<file path="config.mk">
export PLATFORM = sky130hd
export DESIGN_NAME = sla_ctrl
export DESIGN_NICKNAME = d
export VERILOG_FILES = /design/src/hdl/sla_pkg.sv /design/src/hdl/sla_ctrl.sv
export SDC_FILE = /design/constraint.sdc
export NUM_CORES = 1
export LEC_CHECK = 0
export BUFFER_PORTS_ARGS = -buffer_cell sky130_fd_sc_hd__buf_2
export CORE_AREA = 2 2 39 41
export CTS_CLUSTER_SIZE = 12
export DETAILED_ROUTE_END_ITERATION = 16
export DIE_AREA = 0 0 41 43
export GPL_TIMING_DRIVEN = 0
export PLACE_DENSITY = 0.47
export SLEW_MARGIN = 20
export SYNTH_ARGS = -nofsm -noshare
export SYNTH_HDL_FRONTEND = slang
export SYNTH_SLANG_ARGS = --single-unit
</file>
<file path="constraint.sdc">
create_clock -name clk -period 2.42 [get_ports clk]
set_clock_uncertainty 0.2 [all_clocks]
set_input_delay 0.363 -clock clk [delete_from_list [all_inputs] [get_ports clk]]
set_output_delay 0.363 -clock clk [all_outputs]
set_load 0.005 [all_outputs]
</file>
<file path="src/hdl/sla_pkg.sv">
package sla_pkg;

  localparam int MAX_SETS_DEF = 256;
  localparam int MAX_WAYS_DEF = 8;

  localparam int ADDR_W     = 64;
  localparam int TAG_W      = 64;
  localparam int STAMP_W    = 64;
  localparam int CNT_W      = 32;
  localparam int KIND_W     = 2;
  localparam int CFG_IDX_W  = 2;
  localparam int CFG_DATA_W = 6;
  localparam int SETB_W     = 4;
  localparam int BLKB_W     = 6;
  localparam int WAYS_W     = 4;

  localparam logic [KIND_W-1:0] KIND_LOAD   = 2'd0;
  localparam logic [KIND_W-1:0] KIND_STORE  = 2'd1;
  localparam logic [KIND_W-1:0] KIND_MODIFY = 2'd2;
  localparam logic [KIND_W-1:0] KIND_IGNORE = 2'd3;

  localparam logic [CFG_IDX_W-1:0] REG_SET_BITS   = 2'd0;
  localparam logic [CFG_IDX_W-1:0] REG_BLOCK_BITS = 2'd1;
  localparam logic [CFG_IDX_W-1:0] REG_WAYS       = 2'd2;

  localparam logic [SETB_W-1:0] SET_BITS_RST   = 4'd4;
  localparam logic [BLKB_W-1:0] BLOCK_BITS_RST = 6'd4;
  localparam logic [WAYS_W-1:0] WAYS_RST       = 4'd1;

  typedef enum logic [2:0] {
    ST_CLEAR,
    ST_IDLE,
    ST_EVAL,
    ST_SCAN,
    ST_COMMIT
  } sla_state_t;

  typedef struct packed {
    logic clear_step;
    logic load;
    logic scan_start;
    logic scan_step;
    logic commit;
  } sla_cmd_t;

  typedef struct packed {
    logic clear_last;
    logic scan_needed;
    logic scan_last;
  } sla_stat_t;

endpackage

</file>
<file path="src/hdl/sla_ctrl.sv">
module sla_ctrl import sla_pkg::*; (
  input  logic      clk,
  input  logic      rst_n,
  input  logic      in_valid,
  output logic      in_ready,
  output logic      out_valid,
  input  logic      out_ready,
  input  sla_stat_t stat,
  output sla_cmd_t  cmd
);

  sla_state_t state_r, state_nxt;
  logic       out_valid_r, out_valid_nxt;
  logic       out_free;

  assign out_free  = !out_valid_r || out_ready;
  assign out_valid = out_valid_r;

  always_ff @(posedge clk) begin
    if (!rst_n) begin
      state_r     <= ST_CLEAR;
      out_valid_r <= 1'b0;
    end else begin
      state_r     <= state_nxt;
      out_valid_r <= out_valid_nxt;
    end
  end

  always_comb begin
    state_nxt = state_r;
    cmd       = '0;
    in_ready  = 1'b0;
    unique case (state_r)
      ST_CLEAR: begin
        cmd.clear_step = 1'b1;
        if (stat.clear_last) state_nxt = ST_IDLE;
      end
      ST_IDLE: begin
        in_ready = 1'b1;
        if (in_valid) begin
          cmd.load  = 1'b1;
          state_nxt = ST_EVAL;
        end
      end
      ST_EVAL: begin
        if (stat.scan_needed) begin
          cmd.scan_start = 1'b1;
          state_nxt      = ST_SCAN;
        end else if (out_free) begin
          cmd.commit = 1'b1;
          state_nxt  = ST_IDLE;
        end
      end
      ST_SCAN: begin
        cmd.scan_step = 1'b1;
        if (stat.scan_last) state_nxt = ST_COMMIT;
      end
      ST_COMMIT: begin
        if (out_free) begin
          cmd.commit = 1'b1;
          state_nxt  = ST_IDLE;
        end
      end
      default: state_nxt = ST_CLEAR;
    endcase

    // A new result replaces a taken one in the same cycle.
    out_valid_nxt = out_valid_r && !out_ready;
    if (cmd.commit) out_valid_nxt = 1'b1;
  end

endmodule

</file>
**Word level (Yosys, flattened, before mapping)**

Index checks and enable logic that the tools add are counted.

- Word-level logic and storage cells: 32
- Output and inout port bits: 7
- Register bits after elaboration: 4

- Multiplexer cells: 17
- Eq/ne operators: 7
- Reductions and logical operators: 6

Operators with widths:

| cell | count |
|---|---|
| $mux W3 | 5 |
| $pmux W3 S5 | 1 |
| $mux W1 | 10 |
| $eq A3 B2 Y1 const B | 2 |
| $ne A2 B2 Y1 const B | 3 |
| $eq A3 B1 Y1 const B | 1 |
| $eq A3 B3 Y1 const B | 1 |
| $logic_not A3 Y1 | 1 |
| $reduce_and A3 Y1 | 1 |
| $logic_not A1 Y1 | 2 |
| $pmux W1 S2 | 1 |
| $logic_and A1 B1 Y1 | 1 |
| $logic_or A1 B1 Y1 | 1 |

**Logic depth before layout (Yosys ltp)**

- Depth after elaboration: 6
- Mapped depth: 5
- Mapped depth without buffers: 4

**Least setup slack after synthesis**

Ideal clock, no wire load.

- Path type: register to output
- Start point: register state_r[0]
- End point: output cmd[3] in the netlist's numbering
- Stages on the path, launching flop included: 5
- Data arrival time: 0.894 ns
- Path slack: 0.963 ns
- Path buffers: 1
- Cells stage by stage: dfxtp_1 -> buf_6 -> inv_1 -> nor3_1 -> and2_1

RTL lines:

| what | RTL line | source |
|---|---|---|
| start, declared | sla_ctrl.sv:12 | `sla_state_t state_r, state_nxt;` |
| start signal, assigned | sla_ctrl.sv:24 | `state_r <= state_nxt;` |
| end, declared | sla_ctrl.sv:9 | `output sla_cmd_t cmd` |

==> out/qor.csv <==
stage,metric,value,unit
die,num_io_pins,14,
setup_path,path_cells,buf_6 -> inv_1 -> nor3_1 -> and2_1 -> buf_2,
setup_path,cp_slowest_cell,dfxtp_1,
clocking,cts_repair_resize_count,0,
final_layout,nets,64,
global_routing,grt_max_degree,11,
die,die-area,0.00176,mm²
setup_path,critPathLaunchType,register,
placed_design,gp_congestion,0.621,
die,core_area,0.00138,mm²
timing,layout_min_cycle_time,1.77,ns
placed_design,dp_hpwl,550,µm
clocking,htreeDepth,1,
final_layout,final_common_cell,buf_2,
die,die_w,41,µm
hold_path,hold_path_startpoint,rst_n,
setup_path,cpLargestDelayFamily,simple AND/OR/NAND/NOR gates,
die,fp.dieH,43,µm
clocking,cts_sinks,4,
power_and_ir_drop,p_leak,0.188,nW
hold_path,min_path_type,in2reg,
die,row_count,14,
timing,setup_tns,0,ns
logic_synthesis,netlist_area,314,µm²
hold_path,hold_depth,2,
clocking,postCtsSetupRepairBufs,0,
routing,via_count,342,
clocking,cts_tree,yes,
timing,hold_ws,0.208,ns
logic_synthesis,yosysTopAreaCell,dfxtp_1,
clocking,numCtsBuffers,3,
final_layout,final_cell_mix,"13 x buf_2, 6 x nor2_1, 4 x nor3_1, 4 x dfxtp_1",
setup_path,r2r_start,state_r[2],
timing,setup_viol,0,
timing,worst_pin_slew,0.189,ns
logic_synthesis,yosys-top-cells-area,"dfxtp_1 25%, buf_6 7.2%, nor2_1 7.2%",
clocking,cts-root-buf,clkbuf_4,
timing,fmax,0.564,GHz
logic_synthesis,netlist.area_leader.share,25.5,%
setup_path,slowest_delay,0.31,ns
routing,drtPass1Iterations,4,
setup_path,cp-end-kind,output port,
logic_synthesis,ys_seq_area_share,25.5,%
status,status,"complete, no violations",
clocking,clockBufferDepth,2,
final_layout,synthToLayoutAreaGrowth,34.3,%
timing,maxSlewHeadroom,87.1,%
routing,avgViaCountPerCell,4.82,
routing,drtAntennaViolNets,0,
setup_path,worst-path-stages,5,
logic_synthesis,synth_nets,46,
final_layout,drive_gt1_share,41.8,%
die,start_util,22.7,%
setup_path,required,1.86,ns
clocking,clock_insertion_delay_worst_skew,0.24,ns
setup_path,worstPathArrival,1.21,ns
timing,finalCritPeriodShare,73.3,%
global_routing,grt.total_usage,10.5,%
global_routing,grt_first_pass_wirelength,1.21,mm
setup_path,cp_max_fo,10,
global_routing,overflow,0,
setup_path,worstPathBufferInverterCount,3,
logic_synthesis,ys_warn_count,0,
final_layout,antenna_cells,0,
placed_design,io_buffers,13,
timing,hold_viol,0,
routing,drt_iter0_markers,5,
power_and_ir_drop,ir_drop,0.267,mV
global_routing,antenna_found_initial,0,
power_and_ir_drop,p_per_area,654,mW/mm²
setup_path,critPathKind,reg2out,
routing,drt_wl_total,766,µm
logic_synthesis,syn_inst,39,
logic_synthesis,ys_ff_latch,4,
setup_path,startpoint,state_r[0],
clocking,path_clk_slew,0.04,ns
timing,rsz0062_at_grt,no,
timing,drv_slew,0,
run,cap_viol_max_count,0,
logic_synthesis,synth.distinct_cells,24,
routing,wl_per_cell,10.8,µm
routing,drc,0,
logic_synthesis,avgSynthCellArea,8.05,µm²
clocking,cts_hold_buf,0,
setup_path,reg2reg_depth,4,
global_routing,grt_pass1_vias,297,
[logic make-up after synthesis]
| group | count (synthesis) | synth area share, % |
|---|---|---|
| buffers and inverters | 4 | 10.8 |
| AOI/OAI and AO/OA | 8 | 18.7 |
| DFF | 4 | 25.5 |
| and+or+nand+nor | 22 | 41.8 |
| muxes | 1 | 3.19 |
[synthesized netlist by cell type (all sizes together)]
library cell and count:
a21boi 1, a21oi 1, and2 1, and2b 1
buf 3, dfxtp 4, inv 1, mux2i 1
nand2 1, nand2b 1, nand3 2, nand4b 1
nor2 6, nor2b 3, nor3 4, nor3b 2
o21a 1, o21ai 3, o31a 1, o32a 1
[through the flow]
step	power, W	util [%]	instance area (µm²)	cells	setup WS [ns]
floorplan	0.000160	-	314	39	0.963
global placement	0.000195	28.8	399	68	0.857
detailed placement	0.000195	28.8	399	68	0.883
CTS	0.000281	30.5	422	71	0.628
global route	0.000303	30.5	422	71	0.509
finish	0.000276	30.5	422	71	0.647
[report_power, final]
part | switching, W | internal (W)
Combinational | 0.0000581 | 0.0000574
Clock | 0.0000277 | 0.0000555
Sequential | 0.00000264 | 0.0000744
Total | 0.0000884 | 0.000187
[area by class of cell]
type | count | area, µm²
inverter | 1 | 3.75
sequential | 4 | 80.1
buffer | 3 | 30.0
clock buffer | 3 | 22.5
multi-input combinational | 31 | 200
timing repair buffer | 13 | 65.1
fill | 166 | 962
tap | 16 | 20.0
[registers in the layout, summed over array words and instances, names as in the netlist]
name       cells
state_r        3
out_valid      1
[metal layers]
metal	vias to the layer above	share of wire, %	global-route usage [%]
li1	171	-	-
met1	159	47	12.2
met2	12	45	14.4
met3	0	7.8	7.85
met4	0	0	4.00
met5	-	0	0
[path summary, 6_finish.rpt]
path                      to  slack (ns)
setup reg to reg  state_r[1]        1.14
hold reg to reg   state_r[1]        0.35
hold / removal     out_valid        0.21
setup / recovery      cmd[3]        0.65
(Power assumes the default switching activity.)
